## src/hdl/dtsc_pkg.sv

```systemverilog
// Shared types and constants for the debounced trigger shot counter.
package dtsc_pkg;

    localparam int CFG_DATA_W = 16;
    localparam int CFG_INDEX_W = 2;
    localparam int SHOT_W = 16;

    localparam logic [CFG_INDEX_W-1:0] CFG_DEBOUNCE_TICKS = 2'd0;
    localparam logic [CFG_INDEX_W-1:0] CFG_MACHINE_ENABLE = 2'd1;
    localparam logic [CFG_INDEX_W-1:0] CFG_IGNORE_GUN     = 2'd2;

    localparam logic [15:0] DEBOUNCE_RESET = 16'd500;

    localparam logic FUNC_TICK = 1'b0;
    localparam logic FUNC_SET  = 1'b1;

    typedef struct packed {
        logic              func;
        logic              gun_pin;
        logic              button_zero;
        logic              invincible;
        logic [SHOT_W-1:0] shot_count;
    } in_item_t;

    typedef struct packed {
        logic              fire;
        logic              click;
        logic              reload_cancel;
        logic [SHOT_W-1:0] shots_remaining;
    } out_item_t;

    typedef struct packed {
        logic [15:0] debounce_ticks;
        logic        machine_enable;
        logic        ignore_gun;
    } cfg_t;

endpackage

```

## src/hdl/dtsc_fsm.sv

```systemverilog
// Debounce state machine, debounce counter and shot count, updated once per transfer.
module dtsc_fsm #(
    parameter int COUNT_WIDTH = 16
) (
    input  logic                 aclk,
    input  logic                 aresetn,
    input  dtsc_pkg::cfg_t       cfg,
    input  logic                 item_accept,
    input  dtsc_pkg::in_item_t   item,
    output dtsc_pkg::out_item_t  result
);

    typedef enum logic [2:0] {
        ST_INIT        = 3'd0,
        ST_WAIT        = 3'd1,
        ST_DB_PRESS    = 3'd2,
        ST_PULLED      = 3'd3,
        ST_DB_RELEASE  = 3'd4,
        ST_RELEASED    = 3'd5
    } state_t;

    state_t                          state_reg, state_next;
    logic [COUNT_WIDTH-1:0]          count_reg, count_next;
    logic [dtsc_pkg::SHOT_W-1:0]     shots_reg, shots_next;
    logic [31:0]                     ticks_wide;
    logic [COUNT_WIDTH-1:0]          ticks_cmp;
    logic                            pressed;
    logic                            done;
    logic                            fire, click, cancel;

    // The tick setting is compared after truncation or zero extension to the counter width.
    assign ticks_wide = {16'd0, cfg.debounce_ticks};
    assign ticks_cmp  = ticks_wide[COUNT_WIDTH-1:0];
    assign pressed    = (item.gun_pin && !cfg.ignore_gun) || item.button_zero;
    assign done       = (count_reg == ticks_cmp);

    always_comb begin
        state_next = state_reg;
        count_next = count_reg;
        shots_next = shots_reg;
        fire       = 1'b0;
        click      = 1'b0;
        cancel     = 1'b0;
        if (item.func == dtsc_pkg::FUNC_SET) begin
            shots_next = item.shot_count;
        end else if (cfg.machine_enable) begin
            unique case (state_reg)
                ST_WAIT: begin
                    if (pressed && !item.invincible) begin
                        if (shots_reg != '0) begin
                            state_next = ST_DB_PRESS;
                            count_next = '0;
                        end else begin
                            click = 1'b1;
                        end
                    end
                end
                ST_DB_PRESS: begin
                    if (done) begin
                        state_next = ST_PULLED;
                        count_next = '0;
                        fire       = 1'b1;
                        if (shots_reg != '0) begin
                            shots_next = shots_reg - 1'b1;
                        end
                    end else if (!pressed) begin
                        state_next = ST_WAIT;
                        count_next = '0;
                    end
                end
                ST_PULLED: begin
                    if (!pressed) begin
                        state_next = ST_DB_RELEASE;
                        count_next = '0;
                        cancel     = 1'b1;
                    end
                end
                ST_DB_RELEASE: begin
                    if (done) begin
                        state_next = ST_RELEASED;
                        count_next = '0;
                    end else if (pressed) begin
                        state_next = ST_PULLED;
                        count_next = '0;
                    end
                end
                default: begin
                    // Init, released and the unused codes all fall back to waiting.
                    state_next = ST_WAIT;
                end
            endcase
            if (state_next == ST_DB_PRESS || state_next == ST_DB_RELEASE) begin
                count_next = count_next + 1'b1;
            end
        end
    end

    always_ff @(posedge aclk) begin
        if (!aresetn) begin
            state_reg <= ST_INIT;
            count_reg <= '0;
            shots_reg <= '0;
        end else if (item_accept) begin
            state_reg <= state_next;
            count_reg <= count_next;
            shots_reg <= shots_next;
        end
    end

    assign result.fire            = fire;
    assign result.click           = click;
    assign result.reload_cancel   = cancel;
    assign result.shots_remaining = shots_next;

endmodule

```

## src/hdl/dtsc_out_buf.sv

```systemverilog
// Two-entry output buffer: a main register and a skid register for results.
module dtsc_out_buf (
    input  logic                 aclk,
    input  logic                 aresetn,
    input  logic                 push,
    input  dtsc_pkg::out_item_t  push_data,
    output logic                 space,
    output logic                 m_valid,
    input  logic                 m_ready,
    output dtsc_pkg::out_item_t  m_data
);

    dtsc_pkg::out_item_t main_reg, skid_reg;
    logic                main_valid_reg, skid_valid_reg;
    logic                pop;

    assign pop     = main_valid_reg && m_ready;
    assign space   = !skid_valid_reg;
    assign m_valid = main_valid_reg;
    assign m_data  = main_reg;

    always_ff @(posedge aclk) begin
        if (!aresetn) begin
            main_valid_reg <= 1'b0;
            skid_valid_reg <= 1'b0;
        end else if (skid_valid_reg) begin
            // No new result can arrive while the skid register is full.
            if (pop) begin
                main_reg       <= skid_reg;
                skid_valid_reg <= 1'b0;
            end
        end else if (main_valid_reg) begin
            if (push && pop) begin
                main_reg <= push_data;
            end else if (push) begin
                skid_reg       <= push_data;
                skid_valid_reg <= 1'b1;
            end else if (pop) begin
                main_valid_reg <= 1'b0;
            end
        end else if (push) begin
            main_reg       <= push_data;
            main_valid_reg <= 1'b1;
        end
    end

endmodule

```

## src/hdl/debounced_trigger_shot_counter.sv

```systemverilog
// Top level of the debounced trigger shot counter: configuration registers and block wiring.
// The block takes one item per clock: a tick with the sampled gun pin, button and invincibility
// flag, or a new shot count. Each accepted transfer pushes exactly one result into the output buffer,
// carrying the fire, click and reload-cancel pulses and the remaining shot count. The state
// machine, debounce counter and shot count update in the cycle the item is taken, so items may
// follow back to back at one per cycle; a two-entry output buffer keeps the input open while one
// result waits for the consumer, and the input stalls only when both entries are full. Write the
// configuration registers only while no results are outstanding.
module debounced_trigger_shot_counter #(
    parameter int COUNT_WIDTH = 16
) (
    input  logic                                aclk,
    input  logic                                aresetn,
    input  logic                                s_valid,
    output logic                                s_ready,
    input  dtsc_pkg::in_item_t                  s_data,
    output logic                                m_valid,
    input  logic                                m_ready,
    output dtsc_pkg::out_item_t                 m_data,
    input  logic                                cfg_wr_en,
    input  logic [dtsc_pkg::CFG_INDEX_W-1:0]    cfg_index,
    input  logic [dtsc_pkg::CFG_DATA_W-1:0]     cfg_wdata
);

    dtsc_pkg::cfg_t      cfg_reg;
    dtsc_pkg::out_item_t result;
    logic                item_accept;

    assign item_accept = s_valid && s_ready;

    always_ff @(posedge aclk) begin
        if (!aresetn) begin
            cfg_reg.debounce_ticks <= dtsc_pkg::DEBOUNCE_RESET;
            cfg_reg.machine_enable <= 1'b0;
            cfg_reg.ignore_gun     <= 1'b0;
        end else if (cfg_wr_en) begin
            unique case (cfg_index)
                dtsc_pkg::CFG_DEBOUNCE_TICKS: cfg_reg.debounce_ticks <= cfg_wdata;
                dtsc_pkg::CFG_MACHINE_ENABLE: cfg_reg.machine_enable <= cfg_wdata[0];
                dtsc_pkg::CFG_IGNORE_GUN:     cfg_reg.ignore_gun     <= cfg_wdata[0];
                default: begin
                    // Writes to unmapped indexes are dropped.
                end
            endcase
        end
    end

    dtsc_fsm #(
        .COUNT_WIDTH (COUNT_WIDTH)
    ) u_fsm (
        .aclk        (aclk),
        .aresetn     (aresetn),
        .cfg         (cfg_reg),
        .item_accept (item_accept),
        .item        (s_data),
        .result      (result)
    );

    dtsc_out_buf u_out_buf (
        .aclk      (aclk),
        .aresetn   (aresetn),
        .push      (item_accept),
        .push_data (result),
        .space     (s_ready),
        .m_valid   (m_valid),
        .m_ready   (m_ready),
        .m_data    (m_data)
    );

`ifndef SYNTHESIS
    a_no_fire_and_click: assert property (@(posedge aclk) disable iff (!aresetn)
        item_accept |-> !(result.fire && result.click))
        else $error("fire and click raised for the same item");

    a_disabled_tick_quiet: assert property (@(posedge aclk) disable iff (!aresetn)
        (item_accept && s_data.func == dtsc_pkg::FUNC_TICK && !cfg_reg.machine_enable)
            |-> !(result.fire || result.click || result.reload_cancel))
        else $error("pulse produced while the machine is disabled");

    a_set_loads_count: assert property (@(posedge aclk) disable iff (!aresetn)
        (item_accept && s_data.func == dtsc_pkg::FUNC_SET)
            |=> (m_valid && $past(result.shots_remaining) == $past(s_data.shot_count)))
        else $error("set transfer did not load the shot count");

    a_stall_means_pending: assert property (@(posedge aclk) disable iff (!aresetn)
        !s_ready |-> m_valid)
        else $error("input stalled with no result pending");
`endif

endmodule

```

## config.mk

```make
export PLATFORM = sky130hd
export DESIGN_NAME = debounced_trigger_shot_counter
export DESIGN_NICKNAME = d
export VERILOG_FILES = /design/src/hdl/dtsc_pkg.sv /design/src/hdl/dtsc_fsm.sv /design/src/hdl/dtsc_out_buf.sv /design/src/hdl/debounced_trigger_shot_counter.sv
export SDC_FILE = /design/constraint.sdc
export NUM_CORES = 1
export LEC_CHECK = 0
export BUFFER_PORTS_ARGS = -buffer_cell sky130_fd_sc_hd__buf_2
export CAP_MARGIN = 15
export CORE_MARGIN = 4
export CORE_UTILIZATION = 30
export DETAILED_ROUTE_END_ITERATION = 12
export GPL_ROUTABILITY_DRIVEN = 0
export PLACE_DENSITY_LB_ADDON = 0.05
export SYNTH_ARGS = -nofsm -noshare
export SYNTH_HDL_FRONTEND = slang
export SYNTH_SLANG_ARGS = --single-unit
```

## constraint.sdc

```tcl
create_clock -name aclk -period 10.9 [get_ports aclk]
set_input_delay 2.18 -clock aclk [delete_from_list [all_inputs] [get_ports aclk]]
set_output_delay 2.18 -clock aclk [all_outputs]
set_load 0.02 [all_outputs]
```

Word-level counts from Yosys, hierarchy flattened
Cells that the tools add are included.
W data, S select, Z words.
- word-level logic and storage cells: 102
- register bits after elaboration: 93
- output and inout port bits: 21
- multiplexer cells: 51
- reduce and logical (&&, ||, !) cells: 19
- bitwise logic cells: 3
- eq/ne operators: 11
- add/sub/neg operators: 2
- operator list (cell ; number):
    $mux W16 ; 14
    $mux W19 ; 5
    $pmux W16 S4 ; 1
    $mux W3 ; 9
    $mux W1 ; 21
    $add A16 B1 Y16 const B ; 1
    $eq A16 B16 Y1 ; 1
    $reduce_bool A16 Y1 ; 1
    $sub A16 B1 Y16 const B ; 1
    $pmux W3 S4 ; 1
    $eq A3 B2 Y1 const B ; 3
    $eq A3 B3 Y1 const B ; 2
    $reduce_and A2 Y1 ; 3
    $logic_and A1 B1 Y1 ; 5
    $reduce_and A5 Y1 ; 1
    $reduce_and A4 Y1 ; 1
    $eq A3 B1 Y1 const B ; 1
    $logic_not A1 Y1 ; 3
    $ne A3 B3 Y1 const B ; 1
    $not A1 Y1 ; 3
    $reduce_and A3 Y1 ; 1
    $reduce_bool A3 Y1 ; 1
    $eq A2 B1 Y1 const B ; 1
    $eq A2 B2 Y1 const B ; 1
    3 further kinds ; 4

Depth between registers and ports, before layout
- depth after elaboration: 11
- mapped depth: 13
- gate-level depth less buffers: 13

Cells and area by module
Synthesis repeated with hierarchy kept, for this count alone.
- cells, all modules: 569
- area total of the unflattened synthesis: 5400.2 µm²
- modules (own cells, without submodules) (module ; sequential area each (µm²) ; area each (µm²) ; instances ; cells each):
    dtsc_fsm ; 700.7 ; 3037.9 ; 1 ; 416
    dtsc_out_buf ; 1181.1 ; 1585.3 ; 1 ; 74
    debounced_trigger_shot_counter ; 360.3 ; 777.0 ; 1 ; 79

Worst setup path before layout
No wires, ideal clock.
- path type: input -> register
- from: input s_valid
- to: register u_out_buf.skid_reg[0] (netlist bit) (enable)
- setup time: 451 ps
- stages: 3
- setup slack: 5859 ps
- arrival time: 4589 ps
- required time: 10449 ps
- path buffers: 1
- cells stage by stage: nand2_1 > clkbuf_1 > nor4b_1
- longest elaborated chain between the ends: 4
- RTL lines (what ; line ; text):
    from (decl) ; debounced_trigger_shot_counter.sv:14 ; input logic s_valid,
    $logic_and A1 B1 Y1 * ; debounced_trigger_shot_counter.sv:29 ; assign item_accept = s_valid && s_ready;
    $logic_and A1 B1 Y1 ; dtsc_out_buf.sv:33 ; if (push && pop) begin
    $not A1 Y1 (no line) ; n/a ;
    $reduce_and A5 Y1 (no line) * ; n/a ;
    to (signal assigned) ; dtsc_out_buf.sv:36 ; skid_reg <= push_data;
    to (decl) ; dtsc_out_buf.sv:13 ; dtsc_pkg::out_item_t main_reg, skid_reg;
Every way passes the cells marked *; elsewhere a longest branch is shown, timed or not.
A chain may end at the register's enable or synchronous reset.

Final worst setup path
- from: input s_data[18] (netlist bit)
- to: register u_fsm.count_reg[10]
- longest elaborated chain between the ends: 10
- elaborated cells on any way between the ends: 25
- those cells by class: add/sub: 1; eq/ne: 2; mux: 18; reduce/logical: 4
- RTL lines (what ; line ; text):
    from (decl) ; debounced_trigger_shot_counter.sv:16 ; input dtsc_pkg::in_item_t s_data,
    $logic_and A1 B1 Y1 * ; dtsc_fsm.sv:34 ; assign pressed = (item.gun_pin && !cfg.ignore_gun) || item.button_zero;
    $logic_or A1 B1 Y1 * ; dtsc_fsm.sv:34 ;
    parallel branches: the longest is 7 deep, another holds $add A16 B1 Y16 ; n/a ;
    $mux W16 * ; dtsc_fsm.sv:92 ; if (state_next == ST_DB_PRESS || state_next == ST_DB_RELEASE) begin
    to (signal assigned) ; dtsc_fsm.sv:105 ; count_reg <= count_next;
    to (decl) ; dtsc_fsm.sv:23 ; logic [COUNT_WIDTH-1:0] count_reg, count_next;
Every way passes the cells marked *. The select of a mux whose other input is x is not followed.

==> impl_metrics.env <==
export IMPL_hold_path_class="reg -> reg"
export IMPL_yosysSeqAreaShare_pct=45.03
export IMPL_synth_nets=587
export IMPL_h_tree_depth=3
export IMPL_critPathLaunchType="primary input"
export IMPL_clk_latency_ns=0.35
export IMPL_p_sw_mw=0.2026
export IMPL_grt_pass1_vias=4234
export IMPL_synth_compound_area_share_pct=16.18
export IMPL_cts_resized=0
export IMPL_fin_skew_ns=0.007245
export IMPL_slew_headroom_pct=33.13
export IMPL_yosys_warnings=0
export IMPL_ys_seq_elements=93
export IMPL_p_seq_share_pct=48.7
export IMPL_crit_slowest_cell="nor2_1"
export IMPL_cts_buffer_depth=2
export IMPL_root_buffer="clkbuf_16"
export IMPL_hold_buffers=0
export IMPL_power_frac_clock_pct=39.7
export IMPL_synth_xor_area_share_pct=6.859
export IMPL_cts_tree="built"
export IMPL_die_w_um=136.8
export IMPL_grt_total_usage_pct=15.03
export IMPL_worstMarginPinSlew_ns=0.9993
export IMPL_combPwrFrac_pct=11.5
export IMPL_p_per_area_nw_per_um2=136.6
export IMPL_hpwl_mm=9.162
export IMPL_die_area_um2=18730
export IMPL_path_cells="buf_2, nor2b_1, nor2_1, mux2i_1, nor2_1, or4b_1, and2_1, ha_1, nand2_1, nor2_1, nand3_1, xor2_1, and2_1"
export IMPL_synthSimpleGateAreaFrac_pct=23.54
export IMPL_swShare_pct=25.59
export IMPL_cp_arrival_ns=5.29
export IMPL_hold_viol_final=0
export IMPL_yosys_top_cells_area="edfxtp_1 (23%), dfxtp_1 (22%), nand2_1 (4.7%)"
export IMPL_vias=4058
export IMPL_p_leak_nw=2.156
export IMPL_dr_pass1_iters=4
export IMPL_coreArea_um2=16060
export IMPL_grt_pass1_wl_mm=21.89
export IMPL_port_buffers=63
export IMPL_synth_mux_area_share_pct=3.844
export IMPL_final_nets=634
export IMPL_fmax_mhz=198.2
export IMPL_layout_cells_non_filler=809
export IMPL_synthAdderAreaFrac_pct=0.7538
export IMPL_synth_commonest_cells="nand2_1 (63), dfxtp_1 (55), edfxtp_1 (38)"
export IMPL_layout_drive_gt1_share_pct=18.04
export IMPL_synthDistinctLibCells=57
export IMPL_post_synth_top_area_cell="edfxtp_1"
export IMPL_viasPerCell=5.016
export IMPL_grt_max_degree=61
export IMPL_critPathMostFrequentCell="nor2_1"
export IMPL_cap_violations=0
export IMPL_finalSetupViolCount=0
export IMPL_start_util_pct=31.01
export IMPL_layout_min_cycle_time_ns=5.044
export IMPL_yosysMostFrequentCell="nand2_1"
export IMPL_post_cts_setup_buffers=0
export IMPL_fin_tns_setup_ns=0
export IMPL_io_pins=64
export IMPL_rsz0062_at_grt="false"
export IMPL_diodes=0
export IMPL_die_y_um=136.8
export IMPL_synthArstFlopShare_pct=0
export IMPL_first_iter_violations=239
export IMPL_cts_sinks=93
export IMPL_antenna_found_initial=0
export IMPL_synthCells=541
export IMPL_maxSlewViolCount=0
export IMPL_path_clk_slew_ns=0.07
export IMPL_cpPeakStageDelay_ns=0.79
export IMPL_wl_mm=13.42
export IMPL_worstPathRequired_ns=11.14
export IMPL_regArea_um2=2242
export IMPL_p_int_mw=0.5891
export IMPL_n_fill_cell=1650
export IMPL_crit_type="in -> reg"
export IMPL_grt_overflow_total=0
export IMPL_end_kind="flip-flop"
export IMPL_synth_main_ff_cell="dfxtp_1"
export IMPL_ant_nets=0
export IMPL_post_drt_wl_per_cell_um=16.59
export IMPL_synth_edf_count=38
export IMPL_status="complete, no violations"
export IMPL_cp_max_fo=17
export IMPL_dp_cells=793
export IMPL_netlist_area_um2=4980
export IMPL_synth_top_family_by_area="simple AND/OR/NAND/NOR gates"
export IMPL_period_share_pct=46.28
export IMPL_drcViolationCount=0
export IMPL_syn_avg_cell_area_um2=9.205
export IMPL_peakVddDrop_mv=0.07584
export IMPL_rows=46
export IMPL_multi_input_area_um2=2557
export IMPL_synth_top_cell_area_share_pct=22.91
export IMPL_cts_buffers=9
export IMPL_area_delta_synth_final_pct=16.36
[worst max-delay path: cells and delay by family]
kind | cells | cell delay (ns)
xor gates and xnor gates | 1 | 0.20
adders and majority gates | 1 | 0.21
buffers and inverters | 1 | 0.11
muxes | 1 | 0.20
and+or+nand+nor | 9 | 2.39
[cell type report]
class	instances	share of cell area [%]
clock buffer	13	4.751
sequential	93	38.70
timing repair buffer	70	6.478
multi-input combinational	399	44.14
clock inverter	3	0.3023
tap	216	4.664
inverter	15	0.9717
[through the flow]
stage	area [um2]	setup WS (ns)	power [mW]	util [%]	hold WS (ns)
floorplan	4980	5.859	0.4524	-	0.4568
detailed placement	5502	5.526	0.4864	34.26	0.4780
CTS	5794	5.911	0.8058	36.08	0.4878
finish	5794	5.856	0.7917	36.08	0.4815
global placement	5487	5.694	0.4843	34.17	0.4757
global route	5794	5.524	0.8286	36.08	0.5130
[cell usage in the layout (no fill, tap or decap), drive strengths merged, types with 3 or more instances in the layout]
cell,synthesis,layout
nand3b,4,4
nand4,10,10
and2,17,17
buf,6,70
nor3,8,8
inv,15,15
xor2,12,12
o221ai,4,4
nand2,63,63
nor4b,3,3
a221oi,5,5
o21a,8,8
nand2b,7,7
edfxtp,38,38
ha,3,3
nor3b,5,5
and3,7,7
xnor2,27,27
nand3,27,27
dfxtp,55,55
a21o,7,7
and4,7,7
nor2b,10,10
o22ai,5,5
clkbuf,28,13
nor4,7,7
a21boi,18,18
or2,3,3
o21ai,37,37
mux2i,9,9
nor2,25,25
mux2,9,9
a21oi,31,31
[final timing paths]
check / start / to / slack, ns / depth (start not counted)
hold / removal: cfg_reg[15] / cfg_reg[15] / 0.48 / 2
setup reg to reg: u_fsm.count_reg[2] / u_fsm.count_reg[6] / 7.03 / 11
hold reg to reg: cfg_reg[15] / cfg_reg[15] / 0.48 / 2
setup / recovery: s_data[18] / u_fsm.count_reg[10] / 5.86 / 13
[kinds of logic (layout without fill, tap and decap cells)]
kind of cell               Yosys count  count (layout)
xor gates and xnor gates            39              39
buffers and inverters               49             101
muxes                               18              18
AOI/OAI and AO/OA                  127             127
adders and majority gates            3               3
DFF                                 93              93
and+or+nand+nor                    212             212
[power by group through the flow]
stage / clock network (mW) / registers (mW) / logic (mW)
6_report: 0.315 / 0.386 / 0.0913
5_1_grt: 0.339 / 0.387 / 0.102
4_1_cts: 0.327 / 0.386 / 0.0932
3_5_place_dp: 0 / 0.394 / 0.0928
3_3_place_gp: 0 / 0.394 / 0.0907
2_1_floorplan: 0 / 0.397 / 0.0556
[layer usage]
layer	wire, um	GRT usage (%)	share of wire (%)
met1	5856	18.22	44
met3	571	3.235	4.3
met4	240	5.322	1.8
met5	0	0	0
met2	6755	26.29	50
No activity file was read; power rests on OpenSTA's default activity.
